<file path="src/sv/lpq2d_pkg.sv">
package lpq2d_pkg;

	// Default field widths.
	localparam int COORD_WIDTH_DEF = 40;
	localparam int CODE_WIDTH_DEF = 32;

	// Error bound register.
	localparam int BOUND_WIDTH = 32;
	localparam logic [BOUND_WIDTH-1:0] ERROR_BOUND_RESET = 32'd15185;

	// Configuration port: one 32-bit register per word.
	localparam int PDATA_WIDTH = 32;
	localparam int PADDR_WIDTH = 3;
	localparam int REG_IDX_WIDTH = PADDR_WIDTH - 2;
	localparam logic [REG_IDX_WIDTH-1:0] REG_ERROR_BOUND = 1'b0;

	// The first point is predicted as 2.0 degrees, that is 2^32 LSBs.
	localparam int TWO_DEGREES_LOG2 = 32;
	localparam logic [63:0] TWO_DEGREES = 64'd1 << TWO_DEGREES_LOG2;

	// Predictor phase, from the number of points seen since reset.
	localparam int PHASE_WIDTH = 2;
	localparam logic [PHASE_WIDTH-1:0] PHASE_FIRST = 2'd0;
	localparam logic [PHASE_WIDTH-1:0] PHASE_SECOND = 2'd1;
	localparam logic [PHASE_WIDTH-1:0] PHASE_LINEAR = 2'd2;

	// Commands from the controller to the datapath, one per step of an item.
	typedef struct packed {
		logic load;
		logic pred;
		logic res;
		logic mag;
		logic num;
		logic div;
		logic sat;
		logic step;
		logic sum;
		logic fin;
	} lpq2d_cmd_t;

	// Width of the divider dividend, which is also its number of iterations.
	// The dividend is |residual| + bound, below 2^(coord_width+1) + 2^32.
	function automatic int div_steps(input int coord_width);
		int w;
		w = (coord_width + 2 > BOUND_WIDTH + 1) ? coord_width + 2 : BOUND_WIDTH + 1;
		return w + 1;
	endfunction

endpackage

</file>
<file path="src/sv/lpq2d_axis.sv">
module lpq2d_axis
	import lpq2d_pkg::*;
#(
	parameter int COORD_WIDTH = COORD_WIDTH_DEF,
	parameter int CODE_WIDTH = CODE_WIDTH_DEF
) (
	input  logic                          clk,
	input  logic                          arst_n,
	input  lpq2d_cmd_t                    cmd,
	input  logic [PHASE_WIDTH-1:0]        phase,
	input  logic [BOUND_WIDTH-1:0]        bound,
	input  logic signed [COORD_WIDTH-1:0] coord,
	output logic                          in_bound,
	output logic [CODE_WIDTH-1:0]         code,
	output logic signed [COORD_WIDTH-1:0] recon
);

	localparam int PW = COORD_WIDTH + 2;
	localparam int RW = COORD_WIDTH + 3;
	localparam int NW = div_steps(COORD_WIDTH);
	localparam int DW = BOUND_WIDTH + 1;
	localparam int SW = ((NW > BOUND_WIDTH + CODE_WIDTH + 1) ? NW :
		BOUND_WIDTH + CODE_WIDTH + 1) + 1;
	localparam int AW = SW + 2;
	localparam int MW = ((NW > CODE_WIDTH) ? NW : CODE_WIDTH) + 1;

	localparam logic signed [COORD_WIDTH-1:0] COORD_MAX = {1'b0, {(COORD_WIDTH-1){1'b1}}};
	localparam logic signed [COORD_WIDTH-1:0] COORD_MIN = {1'b1, {(COORD_WIDTH-1){1'b0}}};
	localparam logic signed [COORD_WIDTH-1:0] FIRST_PRED =
		(COORD_WIDTH > TWO_DEGREES_LOG2 + 1) ? COORD_WIDTH'(TWO_DEGREES) : COORD_MAX;

	logic signed [COORD_WIDTH-1:0] x_q;
	logic signed [COORD_WIDTH-1:0] last_q;
	logic signed [COORD_WIDTH-1:0] prev_q;
	logic signed [PW-1:0]          pred_q;
	logic signed [RW-1:0]          res_q;
	logic [RW-1:0]                 mag_q;
	logic                          neg_q;
	logic                          within_q;
	logic [NW-1:0]                 num_q;
	logic [NW-1:0]                 keep_q;
	logic [DW-1:0]                 rem_q;
	logic                          sat_q;
	logic [CODE_WIDTH-1:0]         code_q;
	logic [SW-1:0]                 step_q;
	logic signed [AW-1:0]          sum_q;

	logic signed [PW-1:0]  pred_lin;
	logic signed [PW-1:0]  pred_d;
	logic [DW-1:0]         divisor;
	logic [DW:0]           trial;
	logic                  ge;
	logic [NW-1:0]         num_d;
	logic [MW-1:0]         q_ext;
	logic [MW-1:0]         half;
	logic [MW-1:0]         lim;
	logic                  sat_d;
	logic [CODE_WIDTH-1:0] qm_d;
	logic [SW-1:0]         step_d;
	logic signed [AW-1:0]  step_s;

	// Prediction from the reconstructed history.
	assign pred_lin = PW'(last_q) + PW'(last_q) - PW'(prev_q);

	always_comb begin
		case (phase)
			PHASE_FIRST:  pred_d = PW'(FIRST_PRED);
			PHASE_SECOND: pred_d = PW'(last_q);
			default:      pred_d = pred_lin;
		endcase
	end

	// One restoring division step by twice the bound.
	assign divisor = {bound, 1'b0};
	assign trial = {rem_q, num_q[NW-1]};
	assign ge = trial >= {1'b0, divisor};
	assign num_d = NW'(mag_q) + NW'(bound);

	// Saturation of the quotient to the code range.
	assign q_ext = MW'(num_q);
	assign half = MW'(1) << (CODE_WIDTH - 1);
	assign lim = neg_q ? half : half - MW'(1);
	assign sat_d = q_ext > lim;
	assign qm_d = sat_d ? CODE_WIDTH'(lim) : CODE_WIDTH'(num_q);

	// The step is quotient times divisor: dividend minus remainder when the
	// quotient is kept, and a shifted bound when it saturates.
	always_comb begin
		if (sat_q) begin
			step_d = (SW'(bound) << CODE_WIDTH) - (neg_q ? SW'(0) : SW'(divisor));
		end else begin
			step_d = SW'(keep_q) - SW'(rem_q);
		end
	end

	assign step_s = $signed(AW'(step_q));

	// Working registers, each loaded by its own command.
	always_ff @(posedge clk) begin
		if (cmd.load) begin
			x_q <= coord;
		end
		if (cmd.pred) begin
			pred_q <= pred_d;
		end
		if (cmd.res) begin
			res_q <= RW'(x_q) - RW'(pred_q);
		end
		if (cmd.mag) begin
			neg_q <= res_q[RW-1];
			mag_q <= res_q[RW-1] ? RW'(-res_q) : RW'(res_q);
		end
		if (cmd.num) begin
			num_q <= num_d;
			keep_q <= num_d;
			rem_q <= '0;
			within_q <= NW'(mag_q) <= NW'(bound);
		end else if (cmd.div) begin
			num_q <= {num_q[NW-2:0], ge};
			rem_q <= ge ? DW'(trial - {1'b0, divisor}) : DW'(trial);
		end
		if (cmd.sat) begin
			sat_q <= sat_d;
			code_q <= neg_q ? CODE_WIDTH'(-qm_d) : qm_d;
		end
		if (cmd.step) begin
			step_q <= step_d;
		end
		if (cmd.sum) begin
			sum_q <= neg_q ? AW'(pred_q) - step_s : AW'(pred_q) + step_s;
		end
	end

	// Reconstruction clipped to the coordinate range.
	always_comb begin
		if (sum_q > AW'(COORD_MAX)) begin
			recon = COORD_MAX;
		end else if (sum_q < AW'(COORD_MIN)) begin
			recon = COORD_MIN;
		end else begin
			recon = COORD_WIDTH'(sum_q);
		end
	end

	// History of reconstructions.
	always_ff @(posedge clk or negedge arst_n) begin
		if (!arst_n) begin
			last_q <= '0;
			prev_q <= '0;
		end else if (cmd.fin) begin
			prev_q <= last_q;
			last_q <= recon;
		end
	end

	assign in_bound = within_q;
	assign code = code_q;

endmodule

</file>
<file path="src/sv/lpq2d_dp.sv">
module lpq2d_dp
	import lpq2d_pkg::*;
#(
	parameter int COORD_WIDTH = COORD_WIDTH_DEF,
	parameter int CODE_WIDTH = CODE_WIDTH_DEF
) (
	input  logic                          clk,
	input  logic                          arst_n,
	input  lpq2d_cmd_t                    cmd,
	input  logic [BOUND_WIDTH-1:0]        error_bound,
	input  logic signed [COORD_WIDTH-1:0] longitude,
	input  logic signed [COORD_WIDTH-1:0] latitude,
	output logic                          accurate,
	output logic                          warm_up,
	output logic signed [CODE_WIDTH-1:0]  lon_code,
	output logic signed [CODE_WIDTH-1:0]  lat_code,
	output logic signed [COORD_WIDTH-1:0] lon_recon,
	output logic signed [COORD_WIDTH-1:0] lat_recon
);

	logic [BOUND_WIDTH-1:0]        bound_q;
	logic [PHASE_WIDTH-1:0]        points_q;
	logic                          lon_within;
	logic                          lat_within;
	logic [CODE_WIDTH-1:0]         lon_code_w;
	logic [CODE_WIDTH-1:0]         lat_code_w;
	logic signed [COORD_WIDTH-1:0] lon_recon_w;
	logic signed [COORD_WIDTH-1:0] lat_recon_w;

	// The bound is held for the whole item; a zero bound acts as one.
	always_ff @(posedge clk) begin
		if (cmd.load) begin
			bound_q <= (error_bound == '0) ? BOUND_WIDTH'(1) : error_bound;
		end
	end

	lpq2d_axis #(
		.COORD_WIDTH(COORD_WIDTH),
		.CODE_WIDTH (CODE_WIDTH)
	) u_lon (
		.clk     (clk),
		.arst_n  (arst_n),
		.cmd     (cmd),
		.phase   (points_q),
		.bound   (bound_q),
		.coord   (longitude),
		.in_bound(lon_within),
		.code    (lon_code_w),
		.recon   (lon_recon_w)
	);

	lpq2d_axis #(
		.COORD_WIDTH(COORD_WIDTH),
		.CODE_WIDTH (CODE_WIDTH)
	) u_lat (
		.clk     (clk),
		.arst_n  (arst_n),
		.cmd     (cmd),
		.phase   (points_q),
		.bound   (bound_q),
		.coord   (latitude),
		.in_bound(lat_within),
		.code    (lat_code_w),
		.recon   (lat_recon_w)
	);

	// Points seen since reset, saturating once linear prediction starts.
	always_ff @(posedge clk or negedge arst_n) begin
		if (!arst_n) begin
			points_q <= PHASE_FIRST;
		end else if (cmd.fin && points_q != PHASE_LINEAR) begin
			points_q <= points_q + PHASE_WIDTH'(1);
		end
	end

	// Result register, held until the next item finishes.
	always_ff @(posedge clk) begin
		if (cmd.fin) begin
			accurate <= (points_q == PHASE_LINEAR) && lon_within && lat_within;
			warm_up <= points_q != PHASE_LINEAR;
			lon_code <= lon_code_w;
			lat_code <= lat_code_w;
			lon_recon <= lon_recon_w;
			lat_recon <= lat_recon_w;
		end
	end

endmodule

</file>
<file path="src/sv/lpq2d_ctrl.sv">
module lpq2d_ctrl
	import lpq2d_pkg::*;
#(
	parameter int DIV_STEPS = div_steps(COORD_WIDTH_DEF)
) (
	input  logic       clk,
	input  logic       arst_n,
	input  logic       pt_valid,
	output logic       pt_stall,
	output logic       res_valid,
	input  logic       res_stall,
	output lpq2d_cmd_t cmd
);

	localparam int CNT_W = $clog2(DIV_STEPS);

	localparam logic [3:0] S_IDLE = 4'd0;
	localparam logic [3:0] S_PRED = 4'd1;
	localparam logic [3:0] S_RES  = 4'd2;
	localparam logic [3:0] S_MAG  = 4'd3;
	localparam logic [3:0] S_NUM  = 4'd4;
	localparam logic [3:0] S_DIV  = 4'd5;
	localparam logic [3:0] S_SAT  = 4'd6;
	localparam logic [3:0] S_STEP = 4'd7;
	localparam logic [3:0] S_SUM  = 4'd8;
	localparam logic [3:0] S_FIN  = 4'd9;

	logic [3:0]       state_q;
	logic [3:0]       state_d;
	logic [CNT_W-1:0] cnt_q;
	logic             res_valid_q;
	logic             out_free;

	assign out_free = !res_valid_q || !res_stall;

	// Sequencing of one item and the commands of each step.
	always_comb begin
		cmd = '0;
		state_d = state_q;
		case (state_q)
			S_IDLE: begin
				if (pt_valid) begin
					cmd.load = 1'b1;
					state_d = S_PRED;
				end
			end
			S_PRED: begin
				cmd.pred = 1'b1;
				state_d = S_RES;
			end
			S_RES: begin
				cmd.res = 1'b1;
				state_d = S_MAG;
			end
			S_MAG: begin
				cmd.mag = 1'b1;
				state_d = S_NUM;
			end
			S_NUM: begin
				cmd.num = 1'b1;
				state_d = S_DIV;
			end
			S_DIV: begin
				cmd.div = 1'b1;
				if (cnt_q == '0) begin
					state_d = S_SAT;
				end
			end
			S_SAT: begin
				cmd.sat = 1'b1;
				state_d = S_STEP;
			end
			S_STEP: begin
				cmd.step = 1'b1;
				state_d = S_SUM;
			end
			S_SUM: begin
				cmd.sum = 1'b1;
				state_d = S_FIN;
			end
			S_FIN: begin
				if (out_free) begin
					cmd.fin = 1'b1;
					state_d = S_IDLE;
				end
			end
			default: begin
				state_d = S_IDLE;
			end
		endcase
	end

	// State, divider iteration count and result valid flag.
	always_ff @(posedge clk or negedge arst_n) begin
		if (!arst_n) begin
			state_q <= S_IDLE;
			cnt_q <= '0;
			res_valid_q <= 1'b0;
		end else begin
			state_q <= state_d;
			if (cmd.num) begin
				cnt_q <= CNT_W'(DIV_STEPS - 1);
			end else if (cmd.div) begin
				cnt_q <= cnt_q - CNT_W'(1);
			end
			if (cmd.fin) begin
				res_valid_q <= 1'b1;
			end else if (!res_stall) begin
				res_valid_q <= 1'b0;
			end
		end
	end

	assign pt_stall = state_q != S_IDLE;
	assign res_valid = res_valid_q;

endmodule

</file>
<file path="src/sv/linear_predictive_quantizer_2d_core.sv">
// An accepted item goes through the prediction, residual, magnitude, divider,
// saturation, step, sum and finish states before its result is registered.
// A new item is taken only once the last one has finished; the bit-serial
// divider does one quotient bit per cycle, and a stalled result holds finish.
// Reset clears the history, the point count and the result valid flag and
// loads the error bound with 15185.
module linear_predictive_quantizer_2d_core
	import lpq2d_pkg::*;
#(
	parameter int COORD_WIDTH = COORD_WIDTH_DEF,
	parameter int CODE_WIDTH = CODE_WIDTH_DEF
) (
	input  logic                          clk,
	input  logic                          arst_n,
	input  logic                          psel,
	input  logic                          penable,
	input  logic                          pwrite,
	input  logic [PADDR_WIDTH-1:0]        paddr,
	input  logic [PDATA_WIDTH-1:0]        pwdata,
	output logic [PDATA_WIDTH-1:0]        prdata,
	output logic                          pready,
	input  logic                          pt_valid,
	output logic                          pt_stall,
	input  logic signed [COORD_WIDTH-1:0] longitude,
	input  logic signed [COORD_WIDTH-1:0] latitude,
	output logic                          res_valid,
	input  logic                          res_stall,
	output logic                          accurate,
	output logic                          warm_up,
	output logic signed [CODE_WIDTH-1:0]  lon_code,
	output logic signed [CODE_WIDTH-1:0]  lat_code,
	output logic signed [COORD_WIDTH-1:0] lon_recon,
	output logic signed [COORD_WIDTH-1:0] lat_recon
);

	logic [BOUND_WIDTH-1:0] error_bound_q;
	logic                   bound_sel;
	lpq2d_cmd_t             cmd;

	// Register file access: the error bound is the only register.
	assign pready = 1'b1;
	assign bound_sel = paddr[PADDR_WIDTH-1:2] == REG_ERROR_BOUND;
	assign prdata = bound_sel ? PDATA_WIDTH'(error_bound_q) : '0;

	always_ff @(posedge clk or negedge arst_n) begin
		if (!arst_n) begin
			error_bound_q <= ERROR_BOUND_RESET;
		end else if (psel && penable && pwrite && pready && bound_sel) begin
			error_bound_q <= BOUND_WIDTH'(pwdata);
		end
	end

	lpq2d_ctrl #(
		.DIV_STEPS(div_steps(COORD_WIDTH))
	) u_ctrl (
		.clk      (clk),
		.arst_n   (arst_n),
		.pt_valid (pt_valid),
		.pt_stall (pt_stall),
		.res_valid(res_valid),
		.res_stall(res_stall),
		.cmd      (cmd)
	);

	lpq2d_dp #(
		.COORD_WIDTH(COORD_WIDTH),
		.CODE_WIDTH (CODE_WIDTH)
	) u_dp (
		.clk        (clk),
		.arst_n     (arst_n),
		.cmd        (cmd),
		.error_bound(error_bound_q),
		.longitude  (longitude),
		.latitude   (latitude),
		.accurate   (accurate),
		.warm_up    (warm_up),
		.lon_code   (lon_code),
		.lat_code   (lat_code),
		.lon_recon  (lon_recon),
		.lat_recon  (lat_recon)
	);

endmodule

</file>
<file path="config.mk">
export PLATFORM = sky130hd
export DESIGN_NAME = linear_predictive_quantizer_2d_core
export DESIGN_NICKNAME = d
export VERILOG_FILES = /design/src/sv/lpq2d_pkg.sv /design/src/sv/lpq2d_axis.sv /design/src/sv/lpq2d_dp.sv /design/src/sv/lpq2d_ctrl.sv /design/src/sv/linear_predictive_quantizer_2d_core.sv
export SDC_FILE = /design/constraint.sdc
export NUM_CORES = 2
export LEC_CHECK = 0
export BUFFER_PORTS_ARGS = -buffer_cell sky130_fd_sc_hd__buf_2
export CORE_MARGIN = 2
export CORE_UTILIZATION = 40
export CTS_CLUSTER_DIAMETER = 50
export DETAILED_ROUTE_END_ITERATION = 7
export SLEW_MARGIN = 10
export SYNTH_ARGS = -nofsm -noshare
export SYNTH_HDL_FRONTEND = slang
export SYNTH_SLANG_ARGS = --single-unit
</file>
<file path="constraint.sdc">
create_clock -name clk -period 15.68 [get_ports clk]
set_input_delay 1.568 -clock clk [delete_from_list [all_inputs] [get_ports clk]]
set_output_delay 1.568 -clock clk [all_outputs]
set_load 0.05 [all_outputs]
</file>
# Yosys cells after proc, flatten, opt, wreduce, memory -nomap -nowiden
# Cells that the tools add are included.
[classes]
n_addsub = 24
n_lt_le_gt_ge = 10
eq_ne = 16
n_mux = 47
bitwise_logic = 1
reduce_logical = 16
[ops]
columns = ["operator", "count"]
rows = [
  ["2-to-1 mux 32 bit", 7],
  ["2-to-1 mux 43 bit", 4],
  ["one-hot mux 42 bit (2 select lines)", 2],
  ["2-to-1 mux 40 bit", 4],
  ["adder 42 x 67 -> 68 bit", 2],
  ["> comparator 68 x 40 -> 1 bit, second input constant", 2],
  ["less-than comparator 68 x 40 -> 1 bit, second input constant", 2],
  ["2-to-1 mux 68 bit", 2],
  ["subtractor 42 x 67 -> 68 bit", 2],
  ["2-to-1 mux 33 bit", 4],
  ["2-to-1 mux 66 bit", 2],
  ["subtractor 64 x 33 -> 65 bit", 2],
  ["subtractor 43 x 33 -> 44 bit", 2],
  ["adder 43 x 32 -> 43 bit", 2],
  ["> comparator 43 x 32 -> 1 bit", 2],
  ["<= comparator 43 x 32 -> 1 bit", 2],
  ["negation 43 bit", 2],
  ["subtractor 40 x 42 -> 43 bit", 2],
  ["2-to-1 mux 42 bit", 2],
  ["subtractor 41 x 40 -> 42 bit", 2],
  ["adder 40 x 40 -> 41 bit", 2],
  [">= comparator 34 x 33 -> 1 bit", 2],
  ["subtractor 33 bit", 2],
  ["negation 32 bit", 2],
  ["25 further kinds", 55],
]
[word_totals]
register_bits = 1295
inputBits = 122
output_inout_bits = 181

# Depth between registers and ports, before layout
[depth]
ltp_word = 5
ltp_mapped = 27
mapped_depth_nobuf = 24

# Hierarchy
# Synthesis repeated with hierarchy kept, for this count alone.
[unflattened]
hier_cells = 8713
area_unflattened_um2 = 84632.4
[by_module_without_submodules]
columns = ["mod", "instances", "cells_per_inst", "area_each_um2"]
rows = [
  ["lpq2d_axis (u_dp.u_lon)", 1, 4148, 38440.6],
  ["lpq2d_axis (u_dp.u_lat)", 1, 4156, 38309.2],
  ["lpq2d_dp", 1, 230, 5637.9],
  ["linear_predictive_quantizer_2d_core", 1, 105, 1564.0],
  ["lpq2d_ctrl", 1, 74, 680.7],
]

# Least setup slack after synthesis
# No wires, ideal clock.
[synth_timing]
path_type = "reg-to-reg"
start = "reg u_ctrl.state_q[3]"
end = "reg u_ctrl.state_q[3]"
setup_time_ps = 139
arrival_ps = 15515
slack_ps = 27
stages_incl_launch_ff = 4
n_path_buf = 1
path_cell_list = "dfrtp_1 -> clkbuf_1 -> nor4b_1 -> or3_1"
[synth_between]
elab_chain_len = 3
[synth_rtl]
columns = ["item", "line_no", "rtl"]
rows = [
  ["start: declaration", "lpq2d_ctrl.sv:28", "logic [3:0] state_q;"],
  ["start signal: assignment", "lpq2d_ctrl.sv:100", "state_q <= state_d;"],
  ["== test 4 bit, or another cell as far along", "lpq2d_ctrl.sv:40", "case (state_q)"],
  ["!= test 2 x 1 -> 1 bit (no line) or != test 2 bit (tied branches)", "--", ""],
  ["AND reduction 3 bit (no line)", "--", ""],
]
# Parallel ways exist; a longest one is shown, timed or not.
# A chain may end at the register's enable or synchronous reset.

# Final worst setup path
[layout_timing]
start = "reg u_dp.u_lon.neg_q"
end = "reg u_dp.u_lon.code_q[24], in the netlist u_dp.u_lon.code[24], data pin"
[layout_between]
elab_chain_len = 5
[layout_rtl]
columns = ["item", "line_no", "rtl"]
rows = [
  ["start: declaration", "lpq2d_axis.sv:38", "logic neg_q;"],
  ["start signal: assignment", "lpq2d_axis.sv:110", "neg_q <= res_q[RW-1];"],
  ["2-to-1 mux 32 bit (*)", "lpq2d_axis.sv:82", "assign lim = neg_q ? half : half - MW'(1);"],
  ["> comparator 43 x 32 -> 1 bit", "lpq2d_axis.sv:83", "assign sat_d = q_ext > lim;"],
  ["2-to-1 mux 32 bit (*)", "lpq2d_axis.sv:84", "assign qm_d = sat_d ? CODE_WIDTH'(lim) : CODE_WIDTH'(num_q);"],
  ["named net u_dp.u_lon.qm_d[0]", "lpq2d_axis.sv:58", "logic [CODE_WIDTH-1:0] qm_d;"],
  ["negation 32 bit (*)", "lpq2d_axis.sv:124", "code_q <= neg_q ? CODE_WIDTH'(-qm_d) : qm_d;"],
  ["2-to-1 mux 32 bit (*)", "lpq2d_axis.sv:124", ""],
  ["end signal: assignment", "lpq2d_axis.sv:124", ""],
  ["end: declaration", "lpq2d_axis.sv:44", "logic [CODE_WIDTH-1:0] code_q;"],
]
# The timed path passes the listed nets; every way through them passes the cells marked *.

==> impl_results.md <==
* CP Data Required Time at 16.23 ns
* PD cells at 225 nW/µm²
* YS warnings at 0
* Sequential-to-total area share from yosys stat at 0.446
* Syn avg cell area at 9.68 µm²
* Netlist Area Pre-Place at 83300 µm²
* Starting density of the core at 0.402
* Fin crit share at 0.418
* Worst-path clk slew at 0.06 ns
* CTS H-tree lvls at 4
* I/O pin count at 303
* Worst setup EP type: flop
* Area leader, netlist: edfxtp_1
* Worst slack, placed at 9.27 ns
* Worst Clk Skew at 0.0534 ns
* Global-route wire length before repair at 403000 µm
* Max clock buf depth at 3
* Status: finished clean
* Area of the multi-input gates at 43000 µm²
* Vias in the first global route at 63200
* Max-Cap Viols at 0
* Num CTS Buffers at 169
* Critical path peak fanout at 70
* Fraction of registers with async set/reset at 0.159
* Vias per cell at 5.69
* Detailed Place HPWL at 208000 µm
* Startpoint types: flop
* GRT Overall Usage at 0.252
* Post-route insts no fill at 11700
* Part of the power in registers at 0.295
* Comb pwr share at 0.519
* Crit path kind: reg2reg
* Input/output buffers at 299
* Hold Crit Class: reg2reg
* Die Wd at 460 µm
* Die area at 212000 µm²
* CTS tree: built
* Final setup fails at 0
* Yosys reg bits at 1293
* Layout cells sized above 1 at 0.0931
* Worst Slack Setup Final at 9.13 ns
* Most frequent cells in the layout: 1022 x edfxtp_1, 852 x nand2_1, 669 x a21oi_1
* Area share of the largest cell type after synthesis at 0.369
* Clk sinks at 1293
* Internal cell power at 0.0117 W
* # rows at 167
* Switching power of the nets at 0.00935 W
* Largest net degree at the start of global routing at 195
* Nets at 9568
* Sw Ratio at 0.444
* Cells after Synth at 8603
* Root buffer cell: clkbuf_16
* Routed Antenna Nets at 0
* Clock period minus final worst setup slack at 6.55 ns
* Setup_tns at 0 ns
* Fill cell count at 19700
* WL per Instance at 23.3 µm
* Crit path arrival time at 7.10 ns
* Die Height at 460 µm
* Final Hold Viols at 0
* Initial antenna violation count at 16
* Core region area at 207000 µm²
* Clk_lat worst skew at 0.85 ns
* Dpl cells at 11400
* Area Growth Syn to Fin at 12.2%
* Sequential cell area at 37200 µm²
* EDFF count, synth at 1022
* Most used DFF post-synth: edfxtp_1
* Synthesized Nets at 9372
* Final wirelength at 273000 µm
* Hold-fix buffers at CTS at 0
* Most common cell after layout, fill and taps aside: edfxtp_1
* Yosys cell types at 97
* Worst vdd ir at 0.122 mV
* RSZ-0062 raised after global routing: false
* 1st-iter DRT viols at 6728
* Max-slew violations at 0
* PostCTS Resize Cnt at 0
* Drc violations at 0
* Slew @ Worst Pin at 1.30 ns
* Power share of the clock group at 0.186
* Routability congestion estimate at 1.00
* Synth top area cells: edfxtp_1 37%, ha_1 9.5%, dfrtp_1 5.9%
* Post-CTS setup buffer count at 0
* Fmax at 153 MHz
* Global route total overflow at 0
* Max_slew headroom at 0.129
* Vias at 66800
* DRT Pass-1 Iters at 6
* Leak pwr at 36.5 nW
cells in the mapped netlist (88+ instances only):
cell	n
edfxtp_1	1022
nand2_1	852
a21oi_1	669
nor2_1	651
o21ai_0	639
ha_1	635
xnor2_1	530
inv_1	465
clkbuf_1	330
a21o_1	319
xor2_1	215
dfrtp_1	197
nor3_1	174
a31oi_1	146
nand3_1	123
nor2b_1	113
nand4_1	111
o21bai_1	97
nand2b_1	91
o21a_1	88
critical path, cell delays in order, from the launching register on:
cell      delay [ns]
edfxtp_1        0.44
buf_4           0.63
inv_2           0.48
ha_1            0.44
and3_1          0.15
nand3_1         0.10
or4_1           0.58
a21oi_1         0.16
o32a_2          0.79
nor2_1          0.10
a21o_1          0.20
inv_1           0.05
ha_1            0.41
nand3b_1        0.35
or2_2           0.41
inv_1           0.07
nand3_1         0.17
or3_1           0.38
a211oi_1        0.24
a21oi_1         0.06
stage by stage:
stage / cell area, µm² / util / hold WS, ns / power (W)
floorplan: 83300 / - / 0.400 / 0.0138
global placement: 87700 / 0.424 / 0.405 / 0.0168
detailed placement: 87700 / 0.424 / 0.405 / 0.0169
CTS: 93400 / 0.451 / 0.417 / 0.0210
global route: 93400 / 0.451 / 0.422 / 0.0225
finish: 93400 / 0.451 / 0.415 / 0.0211
worst paths after layout:
check | start | to | slack, ns | cells past startpoint
worst max-delay path | u_dp.u_lon.neg_q | u_dp.u_lon.code[24] | 9.13 | 19
worst min-delay path | u_dp.u_lon.code[3] | u_dp.lon_code[3] | 0.41 | 0
worst max register to register | u_dp.u_lon.neg_q | u_dp.u_lon.code[24] | 9.13 | 19
worst min register to register | u_dp.u_lon.code[3] | u_dp.lon_code[3] | 0.41 | 0
max in group asynchronous | arst_n | error_bound_q[5] | 12.77 | 3
min in group asynchronous | arst_n | u_dp.u_lon.last_q[28] | 0.76 | 1
registers in the layout, summed over array words and instances, names as in the netlist, 65 cells and up:
signal             cells
u_dp.u_lat.step_q     65
u_dp.u_lat.sum_q      68
u_dp.u_lon.step_q     65
u_dp.u_lon.sum_q      68
final cells by class:
| class | count | share of cell area |
|---|---|---|
| Sequential cell | 1293 | 0.398 |
| Inverter | 471 | 0.0191 |
| Clock inverter | 110 | 0.0123 |
| Clock buffer | 206 | 0.0487 |
| Multi-Input combinational cell | 6467 | 0.461 |
| Antenna cell | 2 | 0.0000536 |
| Tap cell | 2788 | 0.0373 |
| Timing Repair Buffer | 397 | 0.0243 |
cells by family after synthesis:
| kind of cell | Yosys count | share of synthesized area |
|---|---|---|
| and+or+nand+nor | 2515 | 0.142 |
| AOI/OAI and AO/OA | 2468 | 0.185 |
| DFF | 1293 | 0.446 |
| buffers and inverters | 843 | 0.0382 |
| xor gates and xnor gates | 745 | 0.0784 |
| adders and majority gates | 647 | 0.0983 |
| muxes | 91 | 0.0119 |
| other | 1 | 0.0000450 |
power by group through the flow:
stage	Clock, W	Combinational [W]	Sequential [W]
4_1_cts	0.00401	0.0108	0.00619
3_5_place_dp	0	0.0107	0.00625
2_1_floorplan	0	0.00777	0.00604
6_report	0.00392	0.0109	0.00621
5_1_grt	0.00414	0.0120	0.00631
3_3_place_gp	0	0.0106	0.00623
per-layer routing:
metal,track usage,wire length (µm),vias up
met4,0.103,12000,2
met5,0,13,-
met2,0.377,117000,2280
met1,0.364,127000,32300
li1,-,-,31800
met3,0.0332,16700,431
Power figures use the tool's default switching activity.
